==> config.mk <==
export PLATFORM = sky130hd
export DESIGN_NAME = bmp24_to_rgb565_streamer_flat
export DESIGN_NICKNAME = d
export VERILOG_FILES = /design/src/hdl/b2r_pkg.sv /design/src/hdl/b2r_byte_if.sv /design/src/hdl/b2r_res_if.sv /design/src/hdl/bmp24_to_rgb565_streamer.sv /design/src/flat_wrapper.sv
export SDC_FILE = /design/constraint.sdc
export NUM_CORES = 1
export LEC_CHECK = 0
export BUFFER_PORTS_ARGS = -buffer_cell sky130_fd_sc_hd__buf_2
export CAP_MARGIN = 20
export CORE_MARGIN = 2
export CORE_UTILIZATION = 25
export CTS_CLUSTER_SIZE = 25
export DETAILED_ROUTE_END_ITERATION = 10
export PLACE_DENSITY = 0.5
export SYNTH_ARGS = -nofsm -noshare
export SYNTH_HDL_FRONTEND = slang
export SYNTH_SLANG_ARGS = --single-unit
export TNS_END_PERCENT = 10
==> constraint.sdc <==
create_clock -name i_clk -period 11.3 [get_ports i_clk]
set_input_delay 1.695 -clock i_clk [delete_from_list [all_inputs] [get_ports i_clk]]
set_output_delay 1.695 -clock i_clk [all_outputs]
set_load 0.02 [all_outputs]
==> src/hdl/b2r_pkg.sv <==
package b2r_pkg;

    localparam int unsigned HEADER_BYTES = 54;
    localparam int unsigned HDR_IDX_W    = 6;

    typedef logic [HDR_IDX_W-1:0] t_hdr_idx;

    localparam t_hdr_idx HDR_LAST    = t_hdr_idx'(HEADER_BYTES - 1);
    localparam t_hdr_idx IDX_TYPE_LO = 6'd0;
    localparam t_hdr_idx IDX_TYPE_HI = 6'd1;
    localparam t_hdr_idx IDX_W_LO    = 6'd18;
    localparam t_hdr_idx IDX_W_HI_F  = 6'd19;
    localparam t_hdr_idx IDX_W_HI_L  = 6'd21;
    localparam t_hdr_idx IDX_H_LO    = 6'd22;
    localparam t_hdr_idx IDX_H_HI_F  = 6'd23;
    localparam t_hdr_idx IDX_H_HI_L  = 6'd25;
    localparam t_hdr_idx IDX_COMP_F  = 6'd30;
    localparam t_hdr_idx IDX_COMP_L  = 6'd33;

    localparam logic [15:0] BM_MAGIC = 16'h4D42;

    localparam logic [7:0] RST_DISP_W = 8'd128;
    localparam logic [7:0] RST_DISP_H = 8'd160;
    localparam logic [7:0] RST_MAX_W  = 8'd128;
    localparam logic [7:0] RST_MAX_H  = 8'd160;

    localparam int unsigned CFG_IDX_W = 4;

    typedef enum logic [CFG_IDX_W-1:0] {
        CFG_DISP_W = 4'd0,
        CFG_DISP_H = 4'd1,
        CFG_MAX_W  = 4'd2,
        CFG_MAX_H  = 4'd3
    } t_cfg_reg;

    typedef enum logic [1:0] {
        PH_HEADER = 2'd0,
        PH_PIXEL  = 2'd1,
        PH_ERROR  = 2'd2
    } t_phase;

    typedef enum logic [1:0] {
        KIND_PIXEL  = 2'd0,
        KIND_WINDOW = 2'd1,
        KIND_REJECT = 2'd2
    } t_kind;

    typedef enum logic [1:0] {
        ERR_TYPE       = 2'd0,
        ERR_WIDE       = 2'd1,
        ERR_TALL       = 2'd2,
        ERR_COMPRESSED = 2'd3
    } t_err;

    typedef enum logic [1:0] {
        TRI_BLUE  = 2'd0,
        TRI_GREEN = 2'd1,
        TRI_RED   = 2'd2,
        TRI_IDLE  = 2'd3
    } t_triple;

endpackage

==> src/hdl/b2r_byte_if.sv <==
interface b2r_byte_if;
    logic       valid;
    logic       ready;
    logic [7:0] file_byte;
    logic       file_start;

    modport source (output valid, output file_byte, output file_start, input ready);
    modport sink   (input valid, input file_byte, input file_start, output ready);
endinterface

==> src/hdl/b2r_res_if.sv <==
interface b2r_res_if;
    logic        valid;
    logic        ready;
    logic [1:0]  kind;
    logic [15:0] color;
    logic [7:0]  win_x0;
    logic [7:0]  win_y0;
    logic [7:0]  win_x1;
    logic [7:0]  win_y1;
    logic [1:0]  error_code;

    modport source (
        output valid, output kind, output color, output win_x0, output win_y0,
        output win_x1, output win_y1, output error_code, input ready
    );
    modport sink (
        input valid, input kind, input color, input win_x0, input win_y0,
        input win_x1, input win_y1, input error_code, output ready
    );
endinterface

==> src/hdl/bmp24_to_rgb565_streamer.sv <==
// Latency: a result is valid in the cycle after the byte that causes it is accepted.
// Throughput: one byte per cycle; the only register between the sides is the result
// register, and a new byte is taken whenever that register is empty or being drained.
// Reset (synchronous, active low) returns the parser to header byte 0 with all
// header fields cleared and loads the panel and limit registers with 128 and 160.
module bmp24_to_rgb565_streamer (
    input  logic                                i_clk,
    input  logic                                i_rst_n,
    input  logic                                i_cfg_we,
    input  logic [b2r_pkg::CFG_IDX_W-1:0]      i_cfg_index,
    input  logic [7:0]                          i_cfg_wdata,
    b2r_byte_if.sink                            i_byte,
    b2r_res_if.source                           o_res
);
    import b2r_pkg::*;

    // Configuration registers.
    logic [7:0] r_disp_w, r_disp_h, r_max_w, r_max_h;

    // Parser state. Upper bytes of the 32-bit header words only matter as "nonzero".
    t_phase     r_phase,    n_phase;
    t_hdr_idx   r_hdr_idx,  n_hdr_idx;
    logic [15:0] r_type,    n_type;
    logic [7:0] r_w_lo,     n_w_lo;
    logic       r_w_hi,     n_w_hi;
    logic [7:0] r_h_lo,     n_h_lo;
    logic       r_h_hi,     n_h_hi;
    logic       r_comp,     n_comp;
    logic [1:0] r_pad_len,  n_pad_len;
    logic [1:0] r_pad_cnt,  n_pad_cnt;
    logic [7:0] r_pix_cnt,  n_pix_cnt;
    t_triple    r_triple,   n_triple;
    logic [7:0] r_blue,     n_blue;
    logic [7:0] r_green,    n_green;

    // Result register.
    logic        r_valid;
    t_kind       r_kind,    n_kind;
    logic [15:0] r_color,   n_color;
    logic [7:0]  r_x0, r_y0, r_x1, r_y1;
    logic [7:0]  n_x0, n_y0, n_x1, n_y1;
    t_err        r_err,     n_err;
    logic        n_has_res;

    logic       in_ready;
    logic       accept;
    logic [7:0] b;
    t_phase     cur_phase;
    t_hdr_idx   cur_idx;
    logic       b_nz;
    logic [8:0] dx, dy, sx, sy;

    assign in_ready     = !r_valid || o_res.ready;
    assign i_byte.ready = in_ready;
    assign accept       = i_byte.valid && in_ready;
    assign b            = i_byte.file_byte;
    assign b_nz         = (b != 8'd0);

    // Window corners: halves of 9-bit differences and sums. The width and height
    // bytes are already stored by the time the last header byte arrives.
    assign dx = {1'b0, r_disp_w} - {1'b0, r_w_lo};
    assign dy = {1'b0, r_disp_h} - {1'b0, r_h_lo};
    assign sx = {1'b0, r_disp_w} + {1'b0, r_w_lo};
    assign sy = {1'b0, r_disp_h} + {1'b0, r_h_lo};

    always_comb begin
        n_phase   = r_phase;
        n_hdr_idx = r_hdr_idx;
        n_type    = r_type;
        n_w_lo    = r_w_lo;
        n_w_hi    = r_w_hi;
        n_h_lo    = r_h_lo;
        n_h_hi    = r_h_hi;
        n_comp    = r_comp;
        n_pad_len = r_pad_len;
        n_pad_cnt = r_pad_cnt;
        n_pix_cnt = r_pix_cnt;
        n_triple  = r_triple;
        n_blue    = r_blue;
        n_green   = r_green;
        n_has_res = 1'b0;
        n_kind    = KIND_PIXEL;
        n_color   = 16'd0;
        n_x0      = 8'd0;
        n_y0      = 8'd0;
        n_x1      = 8'd0;
        n_y1      = 8'd0;
        n_err     = ERR_TYPE;
        cur_phase = r_phase;
        cur_idx   = r_hdr_idx;

        // A file start clears everything and the byte becomes header byte 0.
        if (i_byte.file_start) begin
            cur_phase = PH_HEADER;
            cur_idx   = '0;
            n_type    = '0;
            n_w_lo    = '0;
            n_w_hi    = 1'b0;
            n_h_lo    = '0;
            n_h_hi    = 1'b0;
            n_comp    = 1'b0;
            n_pad_len = '0;
            n_pad_cnt = '0;
            n_pix_cnt = '0;
            n_triple  = TRI_BLUE;
            n_blue    = '0;
            n_green   = '0;
        end
        n_phase   = cur_phase;
        n_hdr_idx = cur_idx;

        if (accept) begin
            unique case (cur_phase)
                PH_HEADER: begin
                    case (cur_idx) inside
                        IDX_TYPE_LO:               n_type[7:0]  = b;
                        IDX_TYPE_HI:               n_type[15:8] = b;
                        IDX_W_LO:                  n_w_lo       = b;
                        [IDX_W_HI_F:IDX_W_HI_L]:   n_w_hi       = n_w_hi | b_nz;
                        IDX_H_LO:                  n_h_lo       = b;
                        [IDX_H_HI_F:IDX_H_HI_L]:   n_h_hi       = n_h_hi | b_nz;
                        [IDX_COMP_F:IDX_COMP_L]:   n_comp       = n_comp | b_nz;
                        default: ;
                    endcase
                    n_hdr_idx = cur_idx + t_hdr_idx'(1);
                    if (cur_idx == HDR_LAST) begin
                        n_has_res = 1'b1;
                        if (n_type != BM_MAGIC) begin
                            n_err = ERR_TYPE;
                        end else if (n_w_hi || (n_w_lo > r_max_w)) begin
                            n_err = ERR_WIDE;
                        end else if (n_h_hi || (n_h_lo > r_max_h)) begin
                            n_err = ERR_TALL;
                        end else begin
                            n_err = ERR_COMPRESSED;
                        end
                        if ((n_type != BM_MAGIC) || n_w_hi || (n_w_lo > r_max_w) ||
                            n_h_hi || (n_h_lo > r_max_h) || n_comp) begin
                            n_phase = PH_ERROR;
                            n_kind  = KIND_REJECT;
                        end else begin
                            n_phase   = PH_PIXEL;
                            n_kind    = KIND_WINDOW;
                            n_err     = ERR_TYPE;
                            // Row padding to a multiple of four bytes equals width mod 4.
                            n_pad_len = n_w_lo[1:0];
                            n_pad_cnt = '0;
                            n_pix_cnt = '0;
                            n_triple  = TRI_BLUE;
                            n_x0      = dx[8:1];
                            n_y0      = dy[8:1];
                            n_x1      = sx[8:1] - 8'd1;
                            n_y1      = sy[8:1] - 8'd1;
                        end
                    end
                end
                PH_PIXEL: begin
                    if (r_pad_cnt != 2'd0) begin
                        if (r_pad_cnt >= r_pad_len) begin
                            n_pad_cnt = '0;
                        end else begin
                            n_pad_cnt = r_pad_cnt + 2'd1;
                        end
                    end else begin
                        case (r_triple) inside
                            TRI_BLUE, TRI_IDLE: begin
                                n_blue   = b;
                                n_triple = TRI_GREEN;
                            end
                            TRI_GREEN: begin
                                n_green  = b;
                                n_triple = TRI_RED;
                            end
                            default: begin
                                n_triple  = TRI_BLUE;
                                n_has_res = 1'b1;
                                n_kind    = KIND_PIXEL;
                                n_color   = {b[7:3], r_green[7:2], r_blue[7:3]};
                                // Rows are tracked only when they carry padding.
                                if (r_pad_len != 2'd0) begin
                                    if ((r_pix_cnt + 8'd1) >= r_w_lo) begin
                                        n_pad_cnt = 2'd1;
                                        n_pix_cnt = '0;
                                    end else begin
                                        n_pix_cnt = r_pix_cnt + 8'd1;
                                    end
                                end
                            end
                        endcase
                    end
                end
                default: ;
            endcase
        end
    end

    always_ff @(posedge i_clk) begin
        if (!i_rst_n) begin
            r_disp_w <= RST_DISP_W;
            r_disp_h <= RST_DISP_H;
            r_max_w  <= RST_MAX_W;
            r_max_h  <= RST_MAX_H;
        end else if (i_cfg_we) begin
            unique case (i_cfg_index)
                CFG_DISP_W: r_disp_w <= i_cfg_wdata;
                CFG_DISP_H: r_disp_h <= i_cfg_wdata;
                CFG_MAX_W:  r_max_w  <= i_cfg_wdata;
                CFG_MAX_H:  r_max_h  <= i_cfg_wdata;
                default: ;
            endcase
        end
    end

    always_ff @(posedge i_clk) begin
        if (!i_rst_n) begin
            r_phase   <= PH_HEADER;
            r_hdr_idx <= '0;
            r_type    <= '0;
            r_w_lo    <= '0;
            r_w_hi    <= 1'b0;
            r_h_lo    <= '0;
            r_h_hi    <= 1'b0;
            r_comp    <= 1'b0;
            r_pad_len <= '0;
            r_pad_cnt <= '0;
            r_pix_cnt <= '0;
            r_triple  <= TRI_BLUE;
            r_blue    <= '0;
            r_green   <= '0;
        end else if (accept) begin
            r_phase   <= n_phase;
            r_hdr_idx <= n_hdr_idx;
            r_type    <= n_type;
            r_w_lo    <= n_w_lo;
            r_w_hi    <= n_w_hi;
            r_h_lo    <= n_h_lo;
            r_h_hi    <= n_h_hi;
            r_comp    <= n_comp;
            r_pad_len <= n_pad_len;
            r_pad_cnt <= n_pad_cnt;
            r_pix_cnt <= n_pix_cnt;
            r_triple  <= n_triple;
            r_blue    <= n_blue;
            r_green   <= n_green;
        end
    end

    always_ff @(posedge i_clk) begin
        if (!i_rst_n) begin
            r_valid <= 1'b0;
        end else if (in_ready) begin
            r_valid <= accept && n_has_res;
        end
    end

    always_ff @(posedge i_clk) begin
        if (accept && n_has_res) begin
            r_kind  <= n_kind;
            r_color <= n_color;
            r_x0    <= n_x0;
            r_y0    <= n_y0;
            r_x1    <= n_x1;
            r_y1    <= n_y1;
            r_err   <= n_err;
        end
    end

    assign o_res.valid      = r_valid;
    assign o_res.kind       = r_kind;
    assign o_res.color      = r_color;
    assign o_res.win_x0     = r_x0;
    assign o_res.win_y0     = r_y0;
    assign o_res.win_x1     = r_x1;
    assign o_res.win_y1     = r_y1;
    assign o_res.error_code = r_err;

    // The pad counter never runs past the row's pad length.
    a_pad_bound: assert property (@(posedge i_clk) disable iff (!i_rst_n)
        (r_phase == PH_PIXEL) |-> (r_pad_cnt <= r_pad_len))
        else $error("pad counter beyond pad length");

    // The last header byte always produces a window or a reject result.
    a_hdr_result: assert property (@(posedge i_clk) disable iff (!i_rst_n)
        (accept && !i_byte.file_start && (r_phase == PH_HEADER) && (r_hdr_idx == HDR_LAST))
        |=> (r_valid && (r_kind != KIND_PIXEL)))
        else $error("header end without a result");

    // While parsing the header the index stays inside the header.
    a_hdr_range: assert property (@(posedge i_clk) disable iff (!i_rst_n)
        (r_phase == PH_HEADER) |-> (r_hdr_idx <= HDR_LAST))
        else $error("header index out of range");

    // Pixel words only come out of the pixel phase.
    a_pixel_phase: assert property (@(posedge i_clk) disable iff (!i_rst_n)
        (accept && n_has_res && (n_kind == KIND_PIXEL)) |-> (r_phase == PH_PIXEL))
        else $error("pixel word outside pixel phase");

endmodule

==> src/flat_wrapper.sv <==
// flat-port wrapper written by rule: the top's interface ports become plain ports
module bmp24_to_rgb565_streamer_flat import b2r_pkg::*;
  (i_clk, i_rst_n, i_cfg_we, i_cfg_index, i_cfg_wdata, i_byte_valid, i_byte_file_byte, i_byte_file_start, i_byte_ready, o_res_valid, o_res_kind, o_res_color, o_res_win_x0, o_res_win_y0, o_res_win_x1, o_res_win_y1, o_res_error_code, o_res_ready);
  b2r_byte_if i_byte_i ();
  b2r_res_if o_res_i ();
  input  logic i_clk;
  input  logic i_rst_n;
  input  logic i_cfg_we;
  input  logic [b2r_pkg::CFG_IDX_W-1:0] i_cfg_index;
  input  logic [7:0] i_cfg_wdata;
  input wire logic [$bits(i_byte_i.valid)-1:0] i_byte_valid;
  input wire logic [$bits(i_byte_i.file_byte)-1:0] i_byte_file_byte;
  input wire logic [$bits(i_byte_i.file_start)-1:0] i_byte_file_start;
  output wire logic [$bits(i_byte_i.ready)-1:0] i_byte_ready;
  output wire logic [$bits(o_res_i.valid)-1:0] o_res_valid;
  output wire logic [$bits(o_res_i.kind)-1:0] o_res_kind;
  output wire logic [$bits(o_res_i.color)-1:0] o_res_color;
  output wire logic [$bits(o_res_i.win_x0)-1:0] o_res_win_x0;
  output wire logic [$bits(o_res_i.win_y0)-1:0] o_res_win_y0;
  output wire logic [$bits(o_res_i.win_x1)-1:0] o_res_win_x1;
  output wire logic [$bits(o_res_i.win_y1)-1:0] o_res_win_y1;
  output wire logic [$bits(o_res_i.error_code)-1:0] o_res_error_code;
  input wire logic [$bits(o_res_i.ready)-1:0] o_res_ready;
  assign i_byte_i.valid = i_byte_valid;
  assign i_byte_i.file_byte = i_byte_file_byte;
  assign i_byte_i.file_start = i_byte_file_start;
  assign i_byte_ready = i_byte_i.ready;
  assign o_res_valid = o_res_i.valid;
  assign o_res_kind = o_res_i.kind;
  assign o_res_color = o_res_i.color;
  assign o_res_win_x0 = o_res_i.win_x0;
  assign o_res_win_y0 = o_res_i.win_y0;
  assign o_res_win_x1 = o_res_i.win_x1;
  assign o_res_win_y1 = o_res_i.win_y1;
  assign o_res_error_code = o_res_i.error_code;
  assign o_res_i.ready = o_res_ready;
  bmp24_to_rgb565_streamer u_core (.i_clk(i_clk), .i_rst_n(i_rst_n), .i_cfg_we(i_cfg_we), .i_cfg_index(i_cfg_index), .i_cfg_wdata(i_cfg_wdata), .i_byte(i_byte_i), .o_res(o_res_i));
endmodule
[After elaboration in Yosys (flattened, before gate mapping)]
Index checks and enable logic that the tools add are counted.
Word-level totals
  logic and storage cells: 203
  output and inout bits: 54
  register bits after elaboration: 158
Cells by class
  bitwise logic cells: 8
  equal/unequal tests: 11
  multiplexer cells: 107
  add/sub/neg operators: 9
  $lt $le $gt $ge: 10
  reductions and logical operators: 31
Operators with widths (count)
  two-way mux 8 bit: 40
  two-way mux 2 bit: 23
  two-way mux 1 bit: 36
  two-way mux 16 bit: 2
  adder 8 x 8 -> 9 bit: 2
  >= comparator 6 x 5 -> 1 bit (second input constant): 3
  subtractor 8 x 8 -> 9 bit: 2
  greater-than comparator 8 bit: 2
  != test 16 x 15 -> 1 bit (second input constant): 1
  one-hot mux 8 bit (2 select lines): 1
  subtractor 8 x 1 -> 8 bit (second input constant): 2
  equality test 6 x 5 -> 1 bit (second input constant): 2
  less-or-equal comparator 6 x 5 -> 1 bit (second input constant): 2
  two-way mux 6 bit: 2
  OR reduction 6 bit: 2
  adder 8 x 1 -> 8 bit (second input constant): 1
  equality test 4 x 2 -> 1 bit (second input constant): 2
  >= comparator 8 bit: 1
  logical OR 1 bit: 8
  one-hot mux 2 bit (2 select lines): 2
  AND reduction 2 bit: 4
  nonzero test 8 bit: 1
  adder 6 x 1 -> 6 bit (second input constant): 1
  equality test 6 x 1 -> 1 bit (second input constant): 1
  other kinds (20): 33

[Longest topological paths before layout]
Gate-level depths: netlist of the first run.
  depth after elaboration: 17
  gate-level depth with buffers: 18

[Worst setup path after synthesis of the first run]
OpenSTA, ideal clock, no wires.
  path kind: input port to flip-flop
  start: in i_byte_file_start
  end: reg u_core.r_y0[1], in the netlist u_core.o_res.win_y0[1], data pin
  path buffers: 4
  stages: 18
  data arrival time: 5170 ps
  setup slack: 5980 ps
  path through: buf_2 > or4b_1 > nor3b_2 > nor2b_1 > clkbuf_1 > clkbuf_1 > nand2_1 > o31ai_1 > ha_1 > a21oi_1 > o21ai_0 > o21a_1 > a2111o_1 > or2_4 > nor2_4 > nand3_4 > buf_6 > nor3_2
Between the ends
  longest elaborated chain between the ends: 15
  elaborated cells between the ends (all ways): 79
  classes of those cells: order compare (8); eq/ne (5); mux (50); bitwise (5); reduce/logical (11)
RTL lines
  from (decl): RTL line flat_wrapper.sv:13  | input wire logic [$bits(i_byte_i.file_start)-1:0] i_byte_file_start;
  parallel branches: the longest is 14 deep, another holds greater-than comparator 8 bit
  OR reduction 4 bit (no source line) *
  to (signal assigned): RTL line bmp24_to_rgb565_streamer.sv:261  | r_y0 <= n_y0;
  to (decl): RTL line bmp24_to_rgb565_streamer.sv:40  | logic [7:0] r_x0, r_y0, r_x1, r_y1;
Mark *: on every way between the ends. The select of a mux whose other input is x is not followed.
A chain may end at the register's enable or synchronous reset.

[Worst setup path after layout of the first run]
  start: in i_byte_file_start
  end: reg u_core.r_x0[7], in the netlist u_core.o_res.win_x0[7], data pin
Between the ends
  longest elaborated chain between the ends: 15
  elaborated cells between the ends (all ways): 79
  classes of those cells: order compare (8); eq/ne (5); mux (50); bitwise (5); reduce/logical (11)
RTL lines
  parallel branches: the longest is 14 deep, another holds greater-than comparator 8 bit
  OR reduction 4 bit (no source line) *
  to (signal assigned): RTL line bmp24_to_rgb565_streamer.sv:260  | r_x0 <= n_x0;
  to (decl): RTL line bmp24_to_rgb565_streamer.sv:40
Marks and branches as above.

==> results of run 1 <==
[synth_stat cells (4+ instances only)]
library cell	instances
or2_2	4
nand3_1	34
nand2_1	84
buf_2	6
o21ai_1	4
o211ai_1	7
xor2_1	12
a21oi_1	68
a22oi_1	12
o31ai_1	8
dfxtp_1	101
a21o_1	11
a211oi_1	13
o21bai_1	8
nor2b_1	14
nor3b_1	8
a31oi_1	7
nand4_1	10
mux2_2	7
buf_1	4
edfxtp_1	52
and2_1	26
mux2i_1	34
fa_1	4
nand2b_1	12
nor4_1	4
ha_1	62
nor3_1	11
clkbuf_1	38
inv_1	60
xnor2_1	28
or4b_1	4
nor2_1	131
o21ai_0	26
[layout by cell type, fill, tap and decap left out, drive strengths merged, types with 4 or more instances in the layout]
| cell | instances |
|---|---|
| and2 | 26 |
| nor3b | 10 |
| fa | 4 |
| nor2b | 14 |
| a31oi | 7 |
| dfxtp | 101 |
| nor3 | 12 |
| a21o | 11 |
| nand4 | 10 |
| or4b | 4 |
| mux2i | 34 |
| xor2 | 12 |
| clkbuf | 25 |
| nand2b | 12 |
| a211oi | 13 |
| a22oi | 12 |
| o31ai | 8 |
| o21ai | 30 |
| o211ai | 7 |
| mux2 | 7 |
| or2 | 5 |
| a21oi | 68 |
| xnor2 | 28 |
| nor2 | 132 |
| nand3 | 35 |
| clkinv | 5 |
| nand2 | 84 |
| edfxtp | 52 |
| ha | 62 |
| inv | 62 |
| nor4 | 4 |
| o21bai | 8 |
| buf | 85 |
[per-layer routing]
layer  global-route usage  wire length, um  up-vias
li1                     -                -     3528
met1                0.163            10600     3343
met2                0.221            11300      121
met3               0.0256              814       22
met4               0.0417              325        2
met5                    0                7        -
[how the worst max path moves through the flow]
| stage | slack, ns | endpoint | cells after the start |
|---|---|---|---|
| floorplan | 5.98 | u_core.o_res.win_y0[1] | 18 |
| global placement | 4.86 | u_core.o_res.win_y0[7] | 15 |
| detailed placement | 4.69 | u_core.o_res.win_x0[7] | 15 |
| CTS | 5.15 | u_core.o_res.win_y0[7] | 15 |
| global route | 4.79 | u_core.o_res.win_x0[1] | 15 |
| finish | 5.12 | u_core.o_res.win_x0[7] | 15 |
[kinds of logic (layout without fill, tap and decap cells)]
kind of cell	count (synthesis)	in the layout	synth area share
AO/OA/AOI/OAI	197	197	0.146
flip-flops	153	153	0.411
XOR/XNOR	41	41	0.0427
AND/OR/NAND/NOR	366	366	0.205
other	0	1	0
buffers and inverters	110	178	0.0491
adder cells (fa/ha/maj)	66	66	0.0981
multiplexers	41	41	0.0481
[area by class of cell]
| class | instances | area share |
|---|---|---|
| Multi-Input combinational cell | 711 | 0.467 |
| Antenna cell | 1 | 0.000247 |
| Sequential cell | 153 | 0.354 |
| Clock inverter | 7 | 0.00631 |
| Clock buffer | 25 | 0.0501 |
| Inverter | 61 | 0.0228 |
| Tap cell | 455 | 0.0563 |
| Timing Repair Buffer | 85 | 0.0435 |
[metrics by stage]
stage	setup WS (ns)	power, W	cells	cell area, um^2
3_5_place_dp	4.69	0.000679	1465	9540
2_1_floorplan	5.98	0.000649	974	8720
5_1_grt	4.79	0.00128	1498	10100
6_report	5.12	0.00122	1498	10100
4_1_cts	5.15	0.00124	1497	10100
3_3_place_gp	4.86	0.000678	1465	9540
[worst max-delay path, cell delays in order]
cell and delay, ns:
buf_2 0.34, or4b_1 0.63, nor3b_2 0.24, nor2b_1 0.82, nor3_1 0.08, a21oi_1 0.25
inv_1 0.09, ha_1 0.30, nand4_1 0.13, o21a_1 0.21, a2111o_1 0.44, or2_4 0.29
nor2_4 0.13, nand3_4 0.40, a211oi_1 0.37
[power by group]
group | switching [W] | internal, W | leakage [nW] | total (W)
sequential | 0.00000789 | 0.000571 | 1.18 | 0.000579
clock | 0.000226 | 0.000333 | 0.287 | 0.000559
combinational | 0.0000545 | 0.0000321 | 2.32 | 0.0000867
==> summary.txt, run 1 <==
STA
  – Final Hold Slack: 0.463 ns
  – Minimum clock period: approximately 6.2 ns
  – Worst Tran Pin Value: just over 1 ns
  – Final Max Tran Viols: 0
  – Period utilization: 0.547
  – Fin Clk Skew: about 0.012 ns
  – Setup-failing EPs final: 0
  – RSZ-0062 raised after global routing: no
  – Total negative slack: 0 ns
  – Final Hold Viols: 0
  – Slew HR: 0.327
  – Fmax: approximately 160 MHz

Hold path
  – Worst Hold Path EP: u_core.r_pad_cnt[0]
  – Hold Path Depth: 1
  – Hold Crit Class: reg2reg
  – Worst hold path startpoint: u_core.r_pad_cnt[0]

Setup path
  – Reg2Reg Capture Point: u_core.o_res.win_x0[7]
  – Worst R2R Path Depth: 14
  – Crit path capture type: register
  – CP arrival: roughly 6.4 ns
  – Critical path type: in2reg
  – Worst setup path startpoint: i_byte_file_start
  – R2R Setup Slk: between 6 and 7 ns
  – Worst EP required: ~12 ns
  – Worst-path fanout max: 37
  – FF-to-FF Start: u_core.r_hdr_idx[4]
  – Critical Path Source Type: primary input

Clock tree
  – Postcts setup bufs: 0
  – H-tree levels: 4
  – Root buf cell: clkbuf_16
  – Clock Pin Slew Worst Setup and Hold Paths: 0.06 ns
  – Worst skew pair latency: about 0.43 ns
  – TritonCTS clock tree: yes
  – Hold Buf Count CTS: 0
  – Max clock buf depth: 2
  – Num CTS Buffers: 17
  – PostCTS Resize Cnt: 0
  – Sink Count: 153

Cells and area
  – Post-layout net count: 1,121
  – Ratio of cells with drive above 1 in the final layout: 0.129
  – Register area: 3580 um^2
  – Area of the multi-input gates: roughly 4700 um^2
  – Utilization after layout: 0.294
  – Area grow syn2layout: 16.0%
  – Fillers: between 3,000 and 4,000

Global route
  – First-pass GRT wire length: 36.9 mm
  – Grt total ovfl: 0
  – Largest net degree at the start of global routing: roughly 50
  – Antenna violations before repair: 2
  – Vias in the first global route: approximately 6,800
  – Gr usage total: 0.130

Pwr
  – Maximum vdd drop: 0.0736 mV
  – P per Cell Area: 121 nW/um^2
  – Pleak: roughly 3.8 nW

Floorplanning
  – Initial Util: 0.253
  – Die area: about 36,000 um^2
  – Top Ports: 80
  – Die X-Extent: ~190 um
  – Row count: 68
  – DIE HEIGHT: between 150 and 200 um
  – Core area: approximately 34,000 um^2

Logic synthesis
  – Mapped Area: 8720 um^2
  – EDFF count, synth: between 50 and 60
  – Post-synthesis async set-or-reset flop share: 0
  – Sequential fraction of the synthesis area: 0.411
  – Synth cell types: 72
  – Synth area leaders: dfxtp_1 23%, edfxtp_1 18%, ha_1 8.9%
  – Yosys top cell area share: 0.232
  – Cell taking the most area after synthesis: dfxtp_1
  – Net Count, Synth: between 1,000 and 1,500
  – Avg Cell Area, Syn: roughly 9 um^2
  – Post-synth top flop: dfxtp_1
  – Number of synthesis warnings: 0
  – Synth Register Bits: between 150 and 200
  – Post-synthesis cell count: 974

Detailed routing
  – Vias: around 7,000
  – DR DRC count: 0
  – DRT Pass-1 Iters: 5
  – Wirelength, routed: approximately 23 mm
  – Vias per cell: about 4.7
  – Routed Antenna Nets: 0
  – Initial DRC Count: 410
  – Detail-routed net length per standard cell: ~15 um

Run status
  – Status: completed

Job
  – Max Cap Viol: 0

Place
  – I/O Buffers: just under 80
  – Post-DP HPWL: around 17 mm
  – Final Wtd Congestion: around 0.82
Note: power is estimated with default switching activity, not from simulation.
==> run 2, diff against run 1 <==
==> constraint.sdc (replaced) <==
create_clock -name i_clk -period 6.1 [get_ports i_clk]
set_input_delay 0.915 -clock i_clk [delete_from_list [all_inputs] [get_ports i_clk]]
set_output_delay 0.915 -clock i_clk [all_outputs]
set_load 0.02 [all_outputs]
==> summary.txt, run 2 (same netlist as run 1, synthesis figures left out) <==
Run status
  – Status: completed

Pwr
  – Flop pwr share: 0.467
  – Logic pwr share: 0.071
  – Sw Share: 0.241
  – Clk network pwr share: 0.463
  – Maximum vdd drop: ~0.14 mV
  – Pleak: roughly 3.8 nW
  – Int Pwr: approximately 0.0017 W
  – P per Cell Area: 227 nW/um^2
  – Net Sw Power: around 0.00056 W

Hold path
  – Hold Crit Class: reg2reg
  – Hold Path Depth: 2

STA
  – Total negative slack: 0 ns
  – RSZ-0062 raised after global routing: no
  – Fin Clk Skew: around 0.015 ns
  – Minimum clock period: about 4.5 ns
  – Worst Tran Pin Value: around 0.88 ns
  – Setup-failing EPs final: 0
  – Final Hold Viols: 0
  – Period utilization: 0.739
  – Final Max Tran Viols: 0
  – Fmax: around 220 MHz
  – Slew HR: 0.410

Cells and area
  – Area grow syn2layout: 16.3%
  – Post-layout net count: 1,123
  – Fillers: roughly 3,700
  – Register area: around 3600 um^2
  – Ratio of cells with drive above 1 in the final layout: 0.130
  – Commonest non-fill, non-tap cell in the layout: nor2_1
  – Commonest non-fill, non-tap cells in the layout: 131 x nor2_1, 101 x dfxtp_1, 83 x nand2_1, 79 x buf_2, 68 x a21oi_1
  – Area of the multi-input gates: around 4700 um^2
  – Non-Filler Instances: around 1,500

Place
  – Post-DP HPWL: about 17 mm
  – Final Wtd Congestion: 0.851
  – Dpl cells: around 1,500
  – I/O Buffers: 79

Clock tree
  – Postcts setup bufs: 0
  – Hold Buf Count CTS: 0
  – H-tree levels: 4
  – Root buf cell: clkbuf_16
  – Num CTS Buffers: 17
  – Clock Pin Slew Worst Setup and Hold Paths: approximately 0.070 ns
  – Max clock buf depth: 2
  – Sink Count: ~150
  – Worst skew pair latency: ~0.44 ns
  – TritonCTS clock tree: yes
  – PostCTS Resize Cnt: 0

Setup path
  – Worst-path fanout max: 34
  – Slowest-stage cell, CP: or4b_1
  – Critical path type: in2reg
  – Crit path capture type: register
  – CP max stage delay: between 0.5 and 0.6 ns
  – Worst R2R Path Depth: 15
  – CP arrival: 4.77 ns
  – Critical-path cell list: buf_2, or4b_1, nor3b_2, nor2b_1, buf_4, nor3_1, a21oi_1, inv_1, ha_1, nand4_1, o21a_1, a2111o_1, or2_4, nor2_4, nand3_4, a211oi_1
  – Critical Path Source Type: primary input
  – Worst EP required: 6.36 ns

Floorplanning
  – DIE HEIGHT: approximately 190 um
  – Row count: 68
  – Die area: between 30,000 and 40,000 um^2
  – Top Ports: 80
  – Die X-Extent: approximately 190 um
  – Initial Util: 0.253
  – Core area: 34,500 um^2

Detailed routing
  – DRT Pass-1 Iters: 5
  – Vias per cell: approximately 4.6
  – Initial DRC Count: 480
  – Routed Antenna Nets: 0
  – Wirelength, routed: 23.3 mm
  – DR DRC count: 0
  – Detail-routed net length per standard cell: about 16 um
  – Vias: 6,957

Job
  – Max Cap Viol: 0

Global route
  – First-pass GRT wire length: 37.0 mm
  – Antenna violations before repair: 2
  – Grt total ovfl: 0
  – Gr usage total: 0.131
  – Vias in the first global route: 6,869
  – Largest net degree at the start of global routing: 50
[run 2: cell types whose count changed in the layout (fill, tap and decap cells not counted)]
cell	previous run	this run
clkbuf_1	4	3
clkinv_2	4	3
bufinv_16	1	2
clkinv_1	1	2
clkbuf_8	3	0
inv_4	3	2
clkinvlp_4	0	1
buf_4	6	8
clkinv_4	0	3
[run 2: through the flow]
stage / utilization / setup slack, ns / instance area [um^2] / hold slack, ns / power [W]
after floorplan: - / 1.56 / 8720 / 0.432 / 0.00120
after global placement: 0.277 / 1.18 / 9550 / 0.447 / 0.00126
after detailed placement: 0.277 / 1.10 / 9560 / 0.452 / 0.00126
after CTS: 0.294 / 1.55 / 10100 / 0.461 / 0.00233
after global routing: 0.294 / 1.26 / 10100 / 0.482 / 0.00238
final: 0.294 / 1.59 / 10100 / 0.458 / 0.00230
[run 2: layout make-up]
| type | instances | area share |
|---|---|---|
| diodes | 1 | 0.000247 |
| clock buffers | 21 | 0.0455 |
| clock inverters | 11 | 0.0118 |
| inverters | 61 | 0.0227 |
| multi-input cells | 711 | 0.465 |
| flip-flops and latches | 153 | 0.353 |
| well taps | 455 | 0.0561 |
| repair buffers | 87 | 0.0449 |
[run 2: worst paths after layout]
| path | start | endpoint | slack [ns] |
|---|---|---|---|
| setup reg to reg | u_core.r_hdr_idx[5] | u_core.o_res.win_x0[7] | 1.69 |
| hold / removal | u_core.r_max_w[6] | u_core.r_max_w[6] | 0.46 |
| hold reg to reg | u_core.r_max_w[6] | u_core.r_max_w[6] | 0.46 |
| setup / recovery | i_byte_file_start | u_core.o_res.win_x0[7] | 1.59 |
[run 2: power by group through the flow]
stage	Clock, W	Sequential, W	Combinational, W
floorplan	0	0.00109	0.000113
global placement	0	0.00109	0.000163
detailed placement	0	0.00110	0.000163
CTS	0.00109	0.00107	0.000164
global route	0.00113	0.00107	0.000181
finish	0.00106	0.00107	0.000162
[run 2: layer usage]
metal,wire (um),GRT usage,vias to the layer above
met5,11,0,-
met4,518,0.0456,2
met3,857,0.0280,29
met2,11100,0.220,113
met1,10900,0.166,3289
li1,-,-,3524
[run 2: critical path: cells and delay by family]
| family | cells | cell delay (ns) |
|---|---|---|
| AO/OA/AOI/OAI | 4 | 1.21 |
| adder cells (fa/ha/maj) | 1 | 0.29 |
| AND/OR/NAND/NOR | 8 | 1.92 |
| buffers and inverters | 3 | 0.42 |
==> run 3, diff against run 2 <==
--- a/config.mk
+++ b/config.mk
@@ -11,7 +11,7 @@
 export CORE_UTILIZATION = 25
 export CTS_CLUSTER_SIZE = 25
 export DETAILED_ROUTE_END_ITERATION = 10
-export PLACE_DENSITY = 0.5
+export PLACE_DENSITY = 0.52
 export SYNTH_ARGS = -nofsm -noshare
 export SYNTH_HDL_FRONTEND = slang
 export SYNTH_SLANG_ARGS = --single-unit
==> constraint.sdc (replaced) <==
create_clock -name i_clk -period 4 [get_ports i_clk]
set_input_delay 0.6 -clock i_clk [delete_from_list [all_inputs] [get_ports i_clk]]
set_output_delay 0.6 -clock i_clk [all_outputs]
set_load 0.02 [all_outputs]
==> summary.txt, run 3 (same netlist as run 1, synthesis figures left out) <==
Setup path
  – Crit path capture type: register
  – Critical-path cell list: or4b_4, nor3b_2, nor2b_2, buf_6, buf_4, nand2_1, o31ai_1, ha_1, buf_4, o211ai_1, a21oi_1, a2111o_1, or2_4, buf_4, nor3b_1, buf_4
  – Critical path depth: 16
  – Bufs and invs on worst path: 5
  – Worst EP required: around 4.3 ns
  – Worst R2R Path Depth: 16
  – CP arrival: 4.21 ns
  – Most used cell, CP: buf_4
  – FF-to-FF Start: u_core.r_hdr_idx[3]
  – Critical path type: reg2reg
  – Reg2Reg Capture Point: u_core.o_res.error_code[1]
  – Slowest-stage cell, CP: or4b_4
  – R2R Setup Slk: roughly 0.10 ns
  – Worst-path fanout max: 8
  – CP max stage delay: between 0.5 and 0.6 ns
  – Worst path top cell family by delay: simple AND/OR/NAND/NOR gates
  – Critical Path Source Type: register

Global route
  – Vias in the first global route: a little under 7,000
  – Largest net degree at the start of global routing: 53
  – First-pass GRT wire length: between 30 and 40 mm
  – Gr usage total: 0.130
  – Antenna violations before repair: 1
  – Grt total ovfl: 0

Floorplanning
  – Die area: 36,400 um^2
  – Row count: 68
  – Core area: approximately 34,000 um^2
  – DIE HEIGHT: 191 um
  – Die X-Extent: between 150 and 200 um
  – Top Ports: 80
  – Initial Util: 0.253

STA
  – Final Hold Viols: 0
  – Final Max Tran Viols: 0
  – Setup-failing EPs final: 0
  – Fin Clk Skew: ~0.011 ns
  – Fmax: around 260 MHz
  – Period utilization: 0.974
  – Slew HR: 0.383
  – Worst Tran Pin Value: ~0.92 ns
  – Fin worst setup slack: 0.102 ns
  – Minimum clock period: ~4 ns

Clock tree
  – Num CTS Buffers: 17
  – Sink Count: 153
  – Clock Pin Slew Worst Setup and Hold Paths: about 0.060 ns
  – TritonCTS clock tree: yes
  – Root buf cell: clkbuf_16
  – H-tree levels: 4
  – Hold Buf Count CTS: 0
  – Max clock buf depth: 2
  – Worst skew pair latency: 0.43 ns

Pwr
  – Flop pwr share: 0.459
  – Clk network pwr share: 0.469
  – Sw Share: 0.236
  – P per Cell Area: 337 nW/um^2
  – Pleak: between 4 and 5 nW
  – Maximum vdd drop: 0.189 mV
  – Logic pwr share: 0.072
  – Total power: between 0.003 and 0.004 W
  – Net Sw Power: 0.000840 W
  – Int Pwr: approximately 0.0027 W

Detailed routing
  – Vias per cell: approximately 4.7
  – Detail-routed net length per standard cell: ~15 um
  – Routed Antenna Nets: 0
  – Wirelength, routed: between 20 and 25 mm
  – DRT Pass-1 Iters: 5
  – Vias: around 7,300
  – DR DRC count: 0
  – Initial DRC Count: 420

Job
  – Max Cap Viol: 0

Hold path
  – Worst hold path startpoint: u_core.r_max_w[3]
  – Worst Hold Path EP: u_core.r_max_w[3]
  – Hold Crit Class: reg2reg
  – Hold Path Depth: 2

Place
  – Post-DP HPWL: 17.3 mm
  – I/O Buffers: roughly 80
  – Final Wtd Congestion: roughly 0.81
  – Dpl ws: -0.305 ns
  – Dpl cells: ~1,500

Cells and area
  – Non-Filler Instances: between 1,500 and 2,000
  – Commonest non-fill, non-tap cells in the layout: 128 x nor2_1, 101 x dfxtp_1, 83 x nand2_1, 79 x buf_2, 68 x a21oi_1
  – Area grow syn2layout: 21.2%
  – Commonest non-fill, non-tap cell in the layout: nor2_1
  – Ratio of cells with drive above 1 in the final layout: 0.175
  – Fillers: 3,625
  – Final antenna diode count: 0
  – Post-layout net count: roughly 1,200

Run status
  – Status: completed
[run 3: cell count changes in the layout (fill, tap and decap cells not counted), sizes merged]
cell / before / now
buf: 87 / 132
clkbuf: 21 / 23
clkinv: 8 / 6
diode: 1 / 0
[run 3: cell type report]
type / instances / area (um^2) / area share
timing repair buffer: 132 / 826 / 0.0781
multi-input combinational: 711 / 4760 / 0.450
clock buffer: 23 / 500 / 0.0473
sequential: 153 / 3580 / 0.339
clock inverter: 9 / 110 / 0.0104
tap: 455 / 569 / 0.0538
inverter: 61 / 229 / 0.0217
[run 3: timing repair]
action / in CTS / in global routing
endpoints found under the setup margin: 0 / 45
setup buffers: 0 / 9
gates resized for setup: 0 / 12
endpoints found under the hold margin: 0 / 0
[run 3: power by group through the flow]
stage	Combinational (W)	Sequential, W	Clock [W]
2_1_floorplan	0.000173	0.00166	0
3_3_place_gp	0.000256	0.00167	0
3_5_place_dp	0.000256	0.00167	0
4_1_cts	0.000257	0.00163	0.00171
5_1_grt	0.000284	0.00164	0.00178
6_report	0.000256	0.00163	0.00167
[run 3: per-layer routing]
layer  vias to the layer above  wire, um  global-route usage
met5                         -         7                   0
met4                         2       371              0.0420
met3                        29       951              0.0263
met2                       135     11400               0.222
met1                      3468     10700               0.163
li1                       3622         -                   -
[run 3: worst max path at each step]
stage	start	endpoint	slack [ns]
2_1_floorplan	i_byte_file_start	u_core.o_res.win_y0[1]	0.006
3_3_place_gp	i_byte_file_start	u_core.r_pad_cnt[1]	-0.29
3_5_place_dp	i_byte_file_start	u_core.o_res.win_y0[5]	-0.31
4_1_cts	u_core.r_hdr_idx[5]	u_core.o_res.win_y0[5]	0.02
5_1_grt	u_core.r_hdr_idx[3]	u_core.o_res.win_y0[7]	-0.05
6_report	u_core.r_hdr_idx[3]	u_core.o_res.error_code[1]	0.10
[run 3: metrics by stage]
stage               hold WS, ns  cell area, um^2  setup TNS [ns]  utilization
CTS                       0.464            10500               0        0.303
finish                    0.460            10600               0        0.307
detailed placement        0.450             9850          -11.17        0.286
floorplan                 0.432             8740               0            -
global route              0.475            10600          -0.728        0.307
global placement          0.447             9850           -9.51        0.286
[run 3: worst register-to-register path, cell delays in order, from the launching register on]
cell      delay (ns)
dfxtp_1         0.32
or4b_4          0.55
nor3b_2         0.20
nor2b_2         0.19
buf_6           0.13
buf_4           0.13
nand2_1         0.05
o31ai_1         0.11
ha_1            0.34
buf_4           0.15
o211ai_1        0.08
a21oi_1         0.09
a2111o_1        0.44
or2_4           0.26
buf_4           0.15
nor3b_1         0.38
buf_4           0.18
